`config.mk`:
```
export PLATFORM = sky130hd
export DESIGN_NAME = yuv_gray_uart_frame_packer
export DESIGN_NICKNAME = d
export VERILOG_FILES = /design/src/rtl/ygp_pkg.sv /design/src/rtl/ygp_front.sv /design/src/rtl/ygp_job_fifo.sv /design/src/rtl/ygp_back.sv /design/src/rtl/yuv_gray_uart_frame_packer.sv
export SDC_FILE = /design/constraint.sdc
export NUM_CORES = 1
export LEC_CHECK = 0
export ABC_AREA = 0
export BUFFER_PORTS_ARGS = -buffer_cell sky130_fd_sc_hd__buf_2
export CORE_ASPECT_RATIO = 1.75
export CORE_UTILIZATION = 50
export DETAILED_ROUTE_END_ITERATION = 10
export PLACE_DENSITY = 0.75
export REMOVE_ABC_BUFFERS = 1
export SLEW_MARGIN = 30
export SYNTH_ARGS = -nofsm -noshare
export SYNTH_HDL_FRONTEND = slang
export SYNTH_HIERARCHICAL = 1
export SYNTH_SLANG_ARGS = --single-unit
export TNS_END_PERCENT = 20
```
`constraint.sdc`:
```
create_clock -name clk_i -period 4.8 [get_ports clk_i]
set_input_delay 0.48 -clock clk_i [delete_from_list [all_inputs] [get_ports clk_i]]
set_output_delay 0.48 -clock clk_i [all_outputs]
set_load 0.1 [all_outputs]
```
`src/rtl/ygp_pkg.sv`:
```
// ----------------------------------------------------------------------------
// ygp_pkg
// Types, constants and register codes shared by the grayscale frame packer.
// ----------------------------------------------------------------------------
package ygp_pkg;

  localparam int unsigned JobQueueDepth = 4;

  localparam logic [9:0] LineLengthReset  = 10'd160;
  localparam logic [9:0] LineCountReset   = 10'd120;
  localparam logic [3:0] PixelFormatReset = 4'd2;

  localparam logic [7:0] HdrMarker   = 8'h00;
  localparam logic [7:0] HdrLength   = 8'h04;
  localparam logic [7:0] HdrNewFrame = 8'h11;
  localparam logic [7:0] PixZeroSub  = 8'h02;

  localparam logic [2:0] HdrLastIdx = 3'd6;
  localparam logic [2:0] PixLastIdx = 3'd1;

  typedef enum logic [1:0] {
    REG_LINE_LENGTH  = 2'd0,
    REG_LINE_COUNT   = 2'd1,
    REG_PIXEL_FORMAT = 2'd2
  } reg_idx_e;

  typedef enum logic {
    CMD_START  = 1'b0,
    CMD_CAMERA = 1'b1
  } cmd_e;

  typedef enum logic [1:0] {
    PH_Y0 = 2'd0,
    PH_U  = 2'd1,
    PH_Y1 = 2'd2,
    PH_V  = 2'd3
  } phase_e;

  typedef enum logic {
    JOB_HEADER = 1'b0,
    JOB_PIXEL  = 1'b1
  } job_kind_e;

  typedef struct packed {
    job_kind_e  kind;
    logic [7:0] luma;
    logic       eol;
    logic       eof;
  } job_t;

  typedef struct packed {
    logic [9:0] line_length;
    logic [9:0] line_count;
    logic [3:0] pixel_format;
  } cfg_t;

endpackage

```
`src/rtl/ygp_front.sv`:
```
// ----------------------------------------------------------------------------
// ygp_front
// Holds the registers, tracks the Y U Y V phase and the line and frame
// counters, and makes a back-end job of each start and each group in a frame.
// ----------------------------------------------------------------------------
module ygp_front (
  input  logic          clk_i,
  input  logic          rst_ni,
  input  logic          cfg_we_i,
  input  logic [1:0]    cfg_idx_i,
  input  logic [9:0]    cfg_data_i,
  input  logic          accept_i,
  input  logic          cmd_i,
  input  logic [7:0]    camera_byte_i,
  output ygp_pkg::cfg_t cfg_o,
  output logic          job_valid_o,
  output ygp_pkg::job_t job_o
);
  import ygp_pkg::*;

  cfg_t       cfg_q;
  phase_e     phase_q, phase_d;
  logic [7:0] held_q, held_d;
  logic [8:0] col_q, col_d;
  logic [9:0] row_q, row_d;
  logic       done_q, done_d;
  logic       line_end, frame_end;

  always_ff @(posedge clk_i or negedge rst_ni) begin
    if (!rst_ni) begin
      cfg_q.line_length  <= LineLengthReset;
      cfg_q.line_count   <= LineCountReset;
      cfg_q.pixel_format <= PixelFormatReset;
    end else if (cfg_we_i) begin
      if (cfg_idx_i == REG_LINE_LENGTH) cfg_q.line_length <= cfg_data_i;
      if (cfg_idx_i == REG_LINE_COUNT) cfg_q.line_count <= cfg_data_i;
      if (cfg_idx_i == REG_PIXEL_FORMAT) cfg_q.pixel_format <= cfg_data_i[3:0];
    end
  end

  assign cfg_o = cfg_q;

  assign line_end  = ({1'b0, col_q} + 10'd1) >= {1'b0, cfg_q.line_length[9:1]};
  assign frame_end = ({1'b0, row_q} + 11'd1) >= {1'b0, cfg_q.line_count};

  always_comb begin
    phase_d     = phase_q;
    held_d      = held_q;
    col_d       = col_q;
    row_d       = row_q;
    done_d      = done_q;
    job_valid_o = 1'b0;
    job_o       = '0;
    if (accept_i) begin
      if (cmd_i == CMD_START) begin
        phase_d     = PH_Y0;
        held_d      = '0;
        col_d       = '0;
        row_d       = '0;
        done_d      = 1'b0;
        job_valid_o = 1'b1;
        job_o.kind  = JOB_HEADER;
      end else if (!done_q) begin
        unique case (phase_q)
          PH_Y0: begin
            held_d  = camera_byte_i;
            phase_d = PH_U;
          end
          PH_U: begin
            phase_d = PH_Y1;
          end
          PH_Y1: begin
            held_d  = 8'(({1'b0, held_q} + {1'b0, camera_byte_i}) >> 1);
            phase_d = PH_V;
          end
          PH_V: begin
            phase_d     = PH_Y0;
            job_valid_o = 1'b1;
            job_o.kind  = JOB_PIXEL;
            job_o.luma  = held_q;
            if (line_end) begin
              job_o.eol = 1'b1;
              col_d     = '0;
              if (frame_end) begin
                job_o.eof = 1'b1;
                row_d     = '0;
                done_d    = 1'b1;
              end else begin
                row_d = row_q + 10'd1;
              end
            end else begin
              col_d = col_q + 9'd1;
            end
          end
          default: phase_d = PH_Y0;
        endcase
      end
    end
  end

  always_ff @(posedge clk_i or negedge rst_ni) begin
    if (!rst_ni) begin
      phase_q <= PH_Y0;
      held_q  <= '0;
      col_q   <= '0;
      row_q   <= '0;
      done_q  <= 1'b1;
    end else begin
      phase_q <= phase_d;
      held_q  <= held_d;
      col_q   <= col_d;
      row_q   <= row_d;
      done_q  <= done_d;
    end
  end

endmodule

```
`src/rtl/ygp_job_fifo.sv`:
```
// ----------------------------------------------------------------------------
// ygp_job_fifo
// Short register queue of jobs between the front and the back end.
// ----------------------------------------------------------------------------
module ygp_job_fifo #(
  parameter int unsigned Depth = ygp_pkg::JobQueueDepth
) (
  input  logic          clk_i,
  input  logic          rst_ni,
  input  logic          push_i,
  input  ygp_pkg::job_t wdata_i,
  input  logic          pop_i,
  output ygp_pkg::job_t rdata_o,
  output logic          full_o,
  output logic          empty_o
);
  import ygp_pkg::*;

  localparam int unsigned PtrW = (Depth > 1) ? $clog2(Depth) : 1;
  localparam int unsigned CntW = $clog2(Depth + 1);
  localparam logic [PtrW-1:0] PtrLast = PtrW'(Depth - 1);
  localparam logic [CntW-1:0] CntFull = CntW'(Depth);

  job_t            mem_q [Depth];
  logic [PtrW-1:0] wptr_q, rptr_q;
  logic [CntW-1:0] cnt_q;
  logic            do_push, do_pop;

  assign full_o  = (cnt_q == CntFull);
  assign empty_o = (cnt_q == '0);
  assign do_push = push_i && !full_o;
  assign do_pop  = pop_i && !empty_o;
  assign rdata_o = mem_q[rptr_q];

  always_ff @(posedge clk_i) begin
    if (do_push) begin
      mem_q[wptr_q] <= wdata_i;
    end
  end

  always_ff @(posedge clk_i or negedge rst_ni) begin
    if (!rst_ni) begin
      wptr_q <= '0;
      rptr_q <= '0;
      cnt_q  <= '0;
    end else begin
      if (do_push) wptr_q <= (wptr_q == PtrLast) ? '0 : wptr_q + PtrW'(1);
      if (do_pop) rptr_q <= (rptr_q == PtrLast) ? '0 : rptr_q + PtrW'(1);
      if (do_push && !do_pop) begin
        cnt_q <= cnt_q + CntW'(1);
      end else if (do_pop && !do_push) begin
        cnt_q <= cnt_q - CntW'(1);
      end
    end
  end

endmodule

```
`src/rtl/ygp_back.sv`:
```
// ----------------------------------------------------------------------------
// ygp_back
// Expands each job into its output bytes, one per cycle while the output
// register is empty or popped, into that register.
// ----------------------------------------------------------------------------
module ygp_back (
  input  logic          clk_i,
  input  logic          rst_ni,
  input  ygp_pkg::cfg_t cfg_i,
  input  logic          job_empty_i,
  input  ygp_pkg::job_t job_i,
  output logic          job_pop_o,
  input  logic          pop_i,
  output logic          empty_o,
  output logic [7:0]    out_byte_o,
  output logic          last_o,
  output logic          end_of_line_o,
  output logic          end_of_frame_o
);
  import ygp_pkg::*;

  logic       valid_q, valid_d;
  logic [2:0] idx_q, idx_d;
  logic [7:0] byte_q, byte_d;
  logic       last_q, last_d, eol_q, eol_d, eof_q, eof_d;
  logic       advance, job_last;
  logic [7:0] hdr_pack, hdr_sum, hdr_byte, pix_first, pix_byte;

  assign hdr_pack = {cfg_i.pixel_format, cfg_i.line_count[9:8], cfg_i.line_length[9:8]};
  assign hdr_sum  = HdrNewFrame ^ cfg_i.line_length[7:0] ^ cfg_i.line_count[7:0] ^ hdr_pack;

  always_comb begin
    unique case (idx_q)
      3'd0:    hdr_byte = HdrMarker;
      3'd1:    hdr_byte = HdrLength;
      3'd2:    hdr_byte = HdrNewFrame;
      3'd3:    hdr_byte = cfg_i.line_length[7:0];
      3'd4:    hdr_byte = cfg_i.line_count[7:0];
      3'd5:    hdr_byte = hdr_pack;
      default: hdr_byte = hdr_sum;
    endcase
  end

  assign pix_first = (job_i.luma[7:1] == 7'd0) ? PixZeroSub : {job_i.luma[7:1], 1'b0};
  assign pix_byte  = (idx_q == PixLastIdx) ? {job_i.luma[7:1], 1'b1} : pix_first;

  assign job_last  = (job_i.kind == JOB_HEADER) ? (idx_q == HdrLastIdx)
                                                : (idx_q == PixLastIdx);
  assign advance   = !valid_q || pop_i;
  assign job_pop_o = advance && !job_empty_i && job_last;

  always_comb begin
    valid_d = valid_q;
    idx_d   = idx_q;
    byte_d  = byte_q;
    last_d  = last_q;
    eol_d   = eol_q;
    eof_d   = eof_q;
    if (advance) begin
      valid_d = !job_empty_i;
      if (!job_empty_i) begin
        byte_d = (job_i.kind == JOB_HEADER) ? hdr_byte : pix_byte;
        last_d = job_last;
        eol_d  = (job_i.kind == JOB_PIXEL) && job_last && job_i.eol;
        eof_d  = (job_i.kind == JOB_PIXEL) && job_last && job_i.eof;
        idx_d  = job_last ? 3'd0 : idx_q + 3'd1;
      end
    end
  end

  always_ff @(posedge clk_i or negedge rst_ni) begin
    if (!rst_ni) begin
      valid_q <= 1'b0;
      idx_q   <= '0;
    end else begin
      valid_q <= valid_d;
      idx_q   <= idx_d;
    end
  end

  always_ff @(posedge clk_i) begin
    byte_q <= byte_d;
    last_q <= last_d;
    eol_q  <= eol_d;
    eof_q  <= eof_d;
  end

  assign empty_o        = !valid_q;
  assign out_byte_o     = byte_q;
  assign last_o         = last_q;
  assign end_of_line_o  = eol_q;
  assign end_of_frame_o = eof_q;

endmodule

```
`src/rtl/yuv_gray_uart_frame_packer.sv`:
```
// ----------------------------------------------------------------------------
// yuv_gray_uart_frame_packer
// Turns start commands and YUV422 camera bytes into a grayscale serial byte
// stream with a seven-byte frame header.
// ----------------------------------------------------------------------------
// Channel   Handshake           Payload
// input     push / full         cmd_i, camera_byte_i
// result    empty / pop         out_byte_o, last_o, end_of_line_o, end_of_frame_o
// config    cfg_we_i            cfg_idx_i, cfg_data_i
//
// An input item is taken every cycle while the job queue has room.
// The back end sends one byte per cycle while the result side pops; a header
// is seven bytes and a pixel pair two, and each camera byte is one input item.
// A result is registered from the job at the head of the queue.
// Reset closes any frame and restores the register defaults.
// ----------------------------------------------------------------------------
module yuv_gray_uart_frame_packer #(
  parameter int unsigned JobQueueDepth = ygp_pkg::JobQueueDepth
) (
  input  logic       clk_i,
  input  logic       rst_ni,
  input  logic       cfg_we_i,
  input  logic [1:0] cfg_idx_i,
  input  logic [9:0] cfg_data_i,
  input  logic       push,
  output logic       full,
  input  logic       cmd_i,
  input  logic [7:0] camera_byte_i,
  output logic       empty,
  input  logic       pop,
  output logic [7:0] out_byte_o,
  output logic       last_o,
  output logic       end_of_line_o,
  output logic       end_of_frame_o
);
  import ygp_pkg::*;

  cfg_t cfg;
  job_t job_in, job_out;
  logic job_push, job_pop, job_empty, accept;

  assign accept = push && !full;

  ygp_front u_front (
    .clk_i         (clk_i),
    .rst_ni        (rst_ni),
    .cfg_we_i      (cfg_we_i),
    .cfg_idx_i     (cfg_idx_i),
    .cfg_data_i    (cfg_data_i),
    .accept_i      (accept),
    .cmd_i         (cmd_i),
    .camera_byte_i (camera_byte_i),
    .cfg_o         (cfg),
    .job_valid_o   (job_push),
    .job_o         (job_in)
  );

  ygp_job_fifo #(
    .Depth (JobQueueDepth)
  ) u_job_fifo (
    .clk_i   (clk_i),
    .rst_ni  (rst_ni),
    .push_i  (job_push),
    .wdata_i (job_in),
    .pop_i   (job_pop),
    .rdata_o (job_out),
    .full_o  (full),
    .empty_o (job_empty)
  );

  ygp_back u_back (
    .clk_i          (clk_i),
    .rst_ni         (rst_ni),
    .cfg_i          (cfg),
    .job_empty_i    (job_empty),
    .job_i          (job_out),
    .job_pop_o      (job_pop),
    .pop_i          (pop),
    .empty_o        (empty),
    .out_byte_o     (out_byte_o),
    .last_o         (last_o),
    .end_of_line_o  (end_of_line_o),
    .end_of_frame_o (end_of_frame_o)
  );

endmodule

```
Yosys cells after proc, flatten, opt, wreduce, memory -nomap -nowiden

Memory sizes are Yosys's and may differ from the RTL's.
Cells that the tools add are included.

Input bits: 26
Register bits: 76
Bits in read-only memories: 0
Bits in writable memories: 44
Word-level logic and storage cells: 124
Latch bits: 0
Output and inout bits: 13
Memories kept: 1

$add $sub $neg: 10
Bitwise logic cells: 4
$mul: 0
Eq/ne operators: 18
Reduce and logical (&&, ||, !) cells: 30
Order comparisons: 2
Multiplexer cells: 42
Div/mod/pow operators: 0
Shift-type cells: 0

Memory list:

| name             | depth | width | rd ports | clocked after memory_dff | wr ports | RTL line           | source |
|---|---|---|---|---|---|---|---|
| u_job_fifo.mem_q | 4     | 11    | 1        | 0                        | 1        | ygp_job_fifo.sv:24 | `job_t mem_q [Depth];` |

Operators by type and width:

| cell                    | number |
|---|---|
| $mux W10                | 6 |
| $pmux W8 S6             | 1 |
| $mux W8                 | 5 |
| $mux W9                 | 4 |
| $mux W11                | 3 |
| $pmux W8 S2             | 1 |
| $xor A8 B8 Y8           | 2 |
| $mux W1                 | 13 |
| $eq A3 B3 Y1 const B    | 4 |
| $add A10 B1 Y11 const B | 1 |
| $ge A11 B10 Y1          | 1 |
| $add A10 B1 Y10 const B | 1 |
| $add A9 B1 Y10 const B  | 1 |
| $eq A2 B2 Y1 const B    | 5 |
| $ge A10 B9 Y1           | 1 |
| $logic_and A1 B1 Y1     | 10 |
| $mux W2                 | 5 |
| $reduce_and A2 Y1       | 5 |
| $add A8 B8 Y9           | 1 |
| $add A9 B1 Y9 const B   | 1 |
| $mux W3                 | 3 |
| $pmux W2 S4             | 1 |
| $logic_not A7 Y1        | 1 |
| $add A3 B1 Y3 const B   | 2 |
| 17 further kinds        | 28 |

Logic depth before layout (Yosys ltp)

Gate-level depths: netlist of run 1.

Depth in word-level cells: 10
Depth in mapped cells: 13
Gate-level depth less buffers: 12

Hierarchy

The synthesis of run 1 kept the hierarchy.

Modules (own cells, without submodules):

| module                     | cells an instance | area an instance (µm²) | instances | sequential area each (µm²) |
|---|---|---|---|---|
| ygp_front                  | 359               | 3449.6                 | 1         | 1361.3 |
| ygp_job_fifo               | 94                | 2028.2                 | 1         | 1496.4 |
| ygp_back                   | 107               | 1137.3                 | 1         | 430.4 |
| yuv_gray_uart_frame_packer | 1                 | 13.8                   | 1         | 0.0 |

Worst setup path before layout of run 1

OpenSTA, ideal clock, no wires.

Path kind: register -> register
From: register u_job_fifo.cnt_q[0]
To: register u_job_fifo.cnt_q[1]
Clock period less this slack: 3.782 ns
Setup time: 0.125 ns
Cell stages (with the launch flop): 11
Arrival time: 3.657 ns
Slack: 1.018 ns
Cell sequence: dfrtp_1 > nor3b_2 > nor2b_4 > nand2_1 > clkinv_1 > nor2b_1 > buf_2 > ha_1 > inv_1 > fa_1 > mux2_2

Longest elaborated chain between the ends: 8

RTL lines:

| item                         | RTL line                         | source |
|---|---|---|
| start: declaration           | ygp_job_fifo.sv:26               | `logic [CntW-1:0] cnt_q;` |
| start signal: assignment     | ygp_job_fifo.sv:50               | `cnt_q <= cnt_q + CntW'(1);` |
| start signal: assignment     | ygp_job_fifo.sv:52               | `cnt_q <= cnt_q - CntW'(1);` |
| $eq A3 B3 Y1 (*)             | ygp_job_fifo.sv:29               | `assign full_o = (cnt_q == CntFull);` |
| net full                     | yuv_gray_uart_frame_packer.sv:26 | `output logic full,` |
| $logic_not A1 Y1 (*)         | yuv_gray_uart_frame_packer.sv:42 | `assign accept = push && !full;` |
| $logic_and A1 B1 Y1 (*)      | yuv_gray_uart_frame_packer.sv:42 |  |
| net accept                   | yuv_gray_uart_frame_packer.sv:40 | `logic job_push, job_pop, job_empty, accept;` |
| $mux W1 (*)                  | ygp_front.sv:54                  | `if (accept_i) begin` |
| net job_push                 | yuv_gray_uart_frame_packer.sv:40 |  |
| $logic_and A1 B1 Y1 (*)      | ygp_job_fifo.sv:31               | `assign do_push = push_i && !full_o;` |
| net u_job_fifo.do_push       | ygp_job_fifo.sv:27               | `logic do_push, do_pop;` |
| $logic_not A1 Y1             | ygp_job_fifo.sv:51               | `end else if (do_pop && !do_push) begin` |
| $logic_and A1 B1 Y1          | ygp_job_fifo.sv:51               |  |
| $reduce_bool A2 Y1 (no line) | n/a                              |  |

Mark *: on every way through the listed nets, which the timed path passes. The rest lies on a longest branch. The select of a mux whose other input is x is not followed.
A chain may end at the register's enable or synchronous reset.

Worst setup path in the final report of run 1

From: register u_front.row_q[0]
To: register u_front.row_q[6]

Longest elaborated chain between the ends: 7

RTL lines:

| item                     | RTL line         | source |
|---|---|---|
| start: declaration       | ygp_front.sv:25  | `logic [9:0] row_q, row_d;` |
| start signal: assignment | ygp_front.sv:112 | `row_q <= row_d;` |
| $add A10 B1 Y11          | ygp_front.sv:44  | `assign frame_end = ({1'b0, row_q} + 11'd1) >= {1'b0, cfg_q.line_count};` |
| $ge A11 B10 Y1           | ygp_front.sv:44  |  |
| $mux W10 (*)             | ygp_front.sv:84  | `if (frame_end) begin` |
| $mux W10 (*)             | ygp_front.sv:81  | `if (line_end) begin` |
| $mux W10 (*)             | ygp_front.sv:64  | `unique case (phase_q)` |
| $mux W10 (*)             | ygp_front.sv:63  | `end else if (!done_q) begin` |
| $mux W10 (*)             | ygp_front.sv:55  | `if (cmd_i == CMD_START) begin` |

Mark *: on every way between the ends. The rest lies on a longest branch, timed or not. The select of a mux whose other input is x is not followed.

==> results.tsv, run 1 <==
metric	value	unit
min Tclk post-route	3.31	ns
RSZ-0062 raised after global routing	no	
Leak	3.13	nW
critical path type	reg -> reg	
# IOs	39	
Final Max Slew Viols	0	
sw frac	40.1	%
crit path cell chain	and3_1, nand3_1, nor2_1, nand3_1, xnor2_1, ha_1, nor2b_1, a311oi_2, o211ai_2, or3_1, o31ai_2	
core footprint	0.0126	mm^2
Chip Width	88.1	um
clk_skew	0.00878	ns
crit-path leading delay family	simple AND/OR/NAND/NOR gates	
row count	54	
first-pass GRT wire length	22800	um
Sw Pwr	1.79	mW
global route overflow	0	
Slew headroom	42.8	%
Placed Cells incl. Taps	749	
worst path buffer plus inverter count	0	
IR Drop Worst-Case VDD	0.256	mV
crit-path max cell delay	0.51	ns
Starting Density	51.6	%
clk root buf	clkbuf_16	
Nets	671	
final number of hold-violating endpoints	0	
clock network power share	27.6	%
Int Pwr	2.68	mW
filler instances	1047	
fmax	302	MHz
antenna violations before repair	0	
Fin Setup TNS	0	ns
Avg Inst Size Synth	11.7	um^2
Worst-path clk slew	0.06	ns
Worst Setup Start Kind	flip-flop	
max cap viols	0	
post-route antenna net violation count	0	
Synth Warn #	6	
min-delay worst type	in -> async	
clock latency on the worst-skew pair	0.41	ns
vias in the first global route	4740	
Post-Route WL	14100	um
Global Route Usage Sum	22.6	%
mapped cell area	0.00648	mm^2
DR iter-0 viols	269	
slowest CP cell	or3_1	
layout cell share with drive strength beyond 1	23.3	%
fin crit share	68.9	%
outcome	complete, no violations	
power per cell area	605	mW/mm^2
CP max FO	10	
FF-to-FF path depth	11	
WP data arrival	3.62	ns
total CTS buffers	17	
Ant. Diodes	0	
sequential share of power	33.6	%
post_cts resized	0	
non-filler instance count after layout	781	
die area	0.0134	mm^2
H-Tree Depth	4	
CTS max path bufs	2	
First-pass DRT Iterations	4	
detailed placement HPWL	10300	um
Critical Path RT	5.11	ns
post-CTS setup buffer count	0	
Post-CTS Hold Fix Bufs	0	
Crit. path cell count	11	
Layout Area Growth over Synthesis	14.2	%
Die Y	153	um
GP Congestion	0.865	
combinational share of power	38.8	%
PortBufs	38	
Slew @ Worst Pin	0.858	ns
vias per cell	5.70	
mean routed wirelength per cell	18.1	um
DR vias	4449	
Crit. End Element	flip-flop	
Fin Hold WS	0.251	ns
CTS tree	done	
largest net degree at the start of global routing	66	
residual DRC count	0	
Syn Inst Count	555	
# clock sinks	116	
most used cell along the critical path	nand3_1	
# setup viols final	0	
per-layer routing:
metal | share of wire [%] | vias up | GRT usage, %
met3 | 4.0 | 35 | 5.25
met5 | 0 | - | 0
met4 | 4.5 | 0 | 14.3
met2 | 53 | 133 | 39.2
met1 | 38 | 2181 | 24.0
li1 | - | 2100 | -
per-stage QoR:
step           instance area [um^2]  utilization (%)  worst slack, ns  power [mW]
2_1_floorplan                  6380                -            0.812        2.83
6_report                       7400             58.9             1.49        4.48
3_5_place_dp                   6810             54.2             1.51        3.25
4_1_cts                        7390             58.8             1.49        4.49
3_3_place_gp                   6810             54.2             1.66        3.16
5_1_grt                        7400             58.9             1.26        4.73
cell type report:
type / instances / area, um^2 / area share (%)
clock inverters: 14 / 153 / 2.06
inverters: 43 / 161 / 2.18
well taps: 168 / 210 / 2.84
repair buffers: 40 / 205 / 2.77
multi-input cells: 382 / 3070 / 41.5
flip-flops and latches: 116 / 3170 / 42.8
clock buffers: 18 / 429 / 5.80
flip-flops by register name, summed over array words and instances (netlist names):
| signal | cells |
|---|---|
| u_front/held_q | 8 |
| u_job_fifo/mem_q | 40 |
| u_job_fifo/cnt_q | 3 |
| u_front/cfg_o | 24 |
| u_job_fifo/rptr_q | 2 |
| u_back/last_o | 1 |
| u_back/end_of_frame_o | 1 |
| u_front/col_q | 9 |
| u_front/phase_q | 2 |
| u_back/valid_q | 1 |
| u_back/end_of_line_o | 1 |
| u_job_fifo/wptr_q | 2 |
| u_front/row_q | 10 |
| u_back/out_byte_o | 8 |
| u_back/idx_q | 3 |
| u_front/done_q | 1 |
power by group through the flow:
stage	Combinational [mW]	Sequential (mW)	Clock (mW)
final	1.74	1.50	1.24
after detailed placement	1.73	1.52	0
after floorplan	1.01	1.81	0
after global routing	1.88	1.54	1.30
after global placement	1.66	1.50	0
after CTS	1.74	1.51	1.25
worst reg2reg max path: stages, from the launching register on:
cell      delay [ns]
dfrtp_1         0.45
and3_1          0.19
nand3_1         0.22
nor2_1          0.27
nand3_1         0.12
xnor2_1         0.19
ha_1            0.27
nor2b_1         0.14
a311oi_2        0.31
o211ai_2        0.28
or3_1           0.51
o31ai_2         0.26
placed cells by master (no fill, tap or decap), drive strengths merged, types with 3 or more instances in the layout:
| master | instances |
|---|---|
| a21o | 3 |
| a21oi | 22 |
| a221o | 5 |
| a221oi | 7 |
| and2 | 14 |
| and3 | 5 |
| buf | 40 |
| clkbuf | 18 |
| clkinv | 6 |
| clkinvlp | 4 |
| dfrtp | 57 |
| dfstp | 8 |
| edfxtp | 51 |
| ha | 43 |
| inv | 45 |
| mux2 | 24 |
| mux2i | 3 |
| mux4 | 10 |
| nand2 | 54 |
| nand2b | 4 |
| nand3 | 11 |
| nand3b | 4 |
| nor2 | 20 |
| nor2b | 15 |
| nor3 | 8 |
| nor3b | 4 |
| o21ai | 43 |
| o2bb2ai | 3 |
| o31ai | 10 |
| or3 | 5 |
| xnor2 | 26 |
| xor2 | 8 |
worst paths after layout:
check	from	to	slack [ns]
worst min-delay path	rst_ni	u_front/row_q[0]	0.25
worst max register to register	u_front/row_q[0]	u_front/row_q[6]	1.49
worst min register to register	u_front/held_q[0]	u_front/held_q[0]	0.49
max in group asynchronous	rst_ni	u_job_fifo/rptr_q[1]	3.97
worst max-delay path	u_front/row_q[0]	u_front/row_q[6]	1.49
min in group clk_i	cfg_data_i[4]	u_front/cfg_o[18]	0.30
Power figures use the tool's default switching activity.
==> run 2, diff against run 1 <==
Settings changed: ABC_AREA 0 to 1, PLACE_DENSITY 0.75 to 0.74.
Clock period 4.8 ns to 3.05 ns, I/O delays scaled along.
==> results.tsv, run 2 <==
metric	value	unit
CTS max path bufs	2	
Synth Warn #	6	
IR Drop Worst-Case VDD	0.494	mV
First-pass DRT Iterations	5	
Fin Setup TNS	0	ns
total CTS buffers	17	
# setup viols final	0	
final number of hold-violating endpoints	0	
core footprint	0.0138	mm^2
outcome	complete, no violations	
PortBufs	38	
power per cell area	895	mW/mm^2
DP Area	0.00735	mm^2
max cap viols	0	
# clock sinks	116	
vias per cell	5.14	
Post-Route WL	15400	um
Chip Width	91.6	um
CTS tree	done	
H-Tree Depth	4	
Final Max Slew Viols	0	
Worst Setup Start Kind	flip-flop	
Fin Hold WS	0.0954	ns
Util after Layout	57.8	%
vias in the first global route	5542	
detailed placement HPWL	11300	um
largest net degree at the start of global routing	66	
dpl ws	0.243	ns
antenna violations before repair	0	
Sw Pwr	3.17	mW
Slew headroom	53.9	%
filler instances	1245	
Worst-path clk slew	0.06	ns
layout cell share with drive strength beyond 1	14.4	%
DR vias	5595	
Ant. Diodes	0	
fin crit share	93.6	%
Global Route Usage Sum	22.6	%
Avg Inst Size Synth	8.28	um^2
clock latency on the worst-skew pair	0.41	ns
Nets	969	
Int Pwr	3.94	mW
# IOs	39	
residual DRC count	0	
die area	0.0145	mm^2
post-route antenna net violation count	0	
Leak	3.93	nW
post-CTS setup buffer count	0	
most frequent cells in the layout	nand2_1, inv_1, nor2_1, dfrtp_1, nand3_1	
first-pass GRT wire length	25500	um
critical path type	reg -> reg	
clock network power share	25.6	%
clk root buf	clkbuf_16	
leading cell type in the layout, fill and taps excluded	nand2_1	
Critical Path RT	3.21	ns
GP Congestion	0.848	
row count	57	
Final Cell Area	0.00795	mm^2
Placed Cells incl. Taps	1054	
sw frac	44.6	%
Layout Area Growth over Synthesis	13.2	%
Starting Density	51.0	%
CP max FO	10	
Final WS setup	0.196	ns
Die Y	159	um
WP data arrival	3.01	ns
Pwr Total	7.11	mW
fmax	350	MHz
non-filler instance count after layout	1088	
clk_skew	0.00939	ns
Syn Inst Count	848	
min Tclk post-route	2.85	ns
sequential share of power	32.1	%
mapped cell area	0.00702	mm^2
Slew @ Worst Pin	0.689	ns
min-delay worst type	in -> reg	
DR iter-0 viols	292	
Largest Register	u_job_fifo/mem_q	
Crit. End Element	flip-flop	
Largest register FFs	40	
combinational share of power	42.4	%
global route overflow	0	
mean routed wirelength per cell	14.2	um
-- run 2: power by group through the flow --
stage / Sequential [mW] / Combinational (mW) / Clock, mW
after global placement: 2.30 / 2.94 / 0
after floorplan: 2.84 / 1.69 / 0
after global routing: 2.32 / 3.34 / 1.93
final: 2.28 / 3.01 / 1.82
after detailed placement: 2.31 / 2.99 / 0
after CTS: 2.28 / 3.01 / 1.85
-- run 2: layout make-up --
type,instances,area (um^2),share of cell area (%)
clock buffer,17,425,5.35
clock inverter,15,124,1.56
inverter,163,624,7.85
multi-input combinational,547,3060,38.5
sequential,116,3170,39.8
tap,177,221,2.79
timing repair buffer,53,325,4.09
-- run 2: final timing paths --
path,startpoint,end,slack [ns],cells after the start
worst max-delay path,u_front/row_q[1],u_job_fifo/mem_q[1][0],0.20,16
worst min-delay path,pop,u_back/valid_q,0.1,2
worst max register to register,u_front/row_q[1],u_job_fifo/mem_q[1][0],0.20,16
worst min register to register,u_front/done_q,u_front/done_q,0.49,2
max in group asynchronous,rst_ni,u_front/cfg_o[7],2.05,4
min in group asynchronous,rst_ni,u_front/row_q[3],0.39,3
-- run 2: worst max-delay path, cell delays in order, from the launching register on --
cell	delay, ns
dfrtp_1	0.39
ha_1	0.20
nand2_1	0.08
nor2_2	0.15
nand3_1	0.14
xor2_1	0.26
ha_1	0.29
nand2_1	0.10
inv_1	0.04
a21oi_1	0.16
nand2_1	0.07
nand2_1	0.05
nand2_1	0.05
nand2_1	0.24
nand2_1	0.17
nand3_1	0.14
nor2_2	0.06
-- run 2: what timing repair did --
action                     in CTS  in global routing
gates resized for setup         0                  3
hold endpoints to repair        0                 16
hold buffers                    0                  1
setup endpoints to repair       0                  5
-- run 2: routing by layer --
metal  vias up  track usage (%)  wire [um]
met2       139             43.3       8630
li1       2822                -          -
met3        39             4.07        584
met4         0             10.9        446
met1      2595             22.8       5740
met5         -                0          0
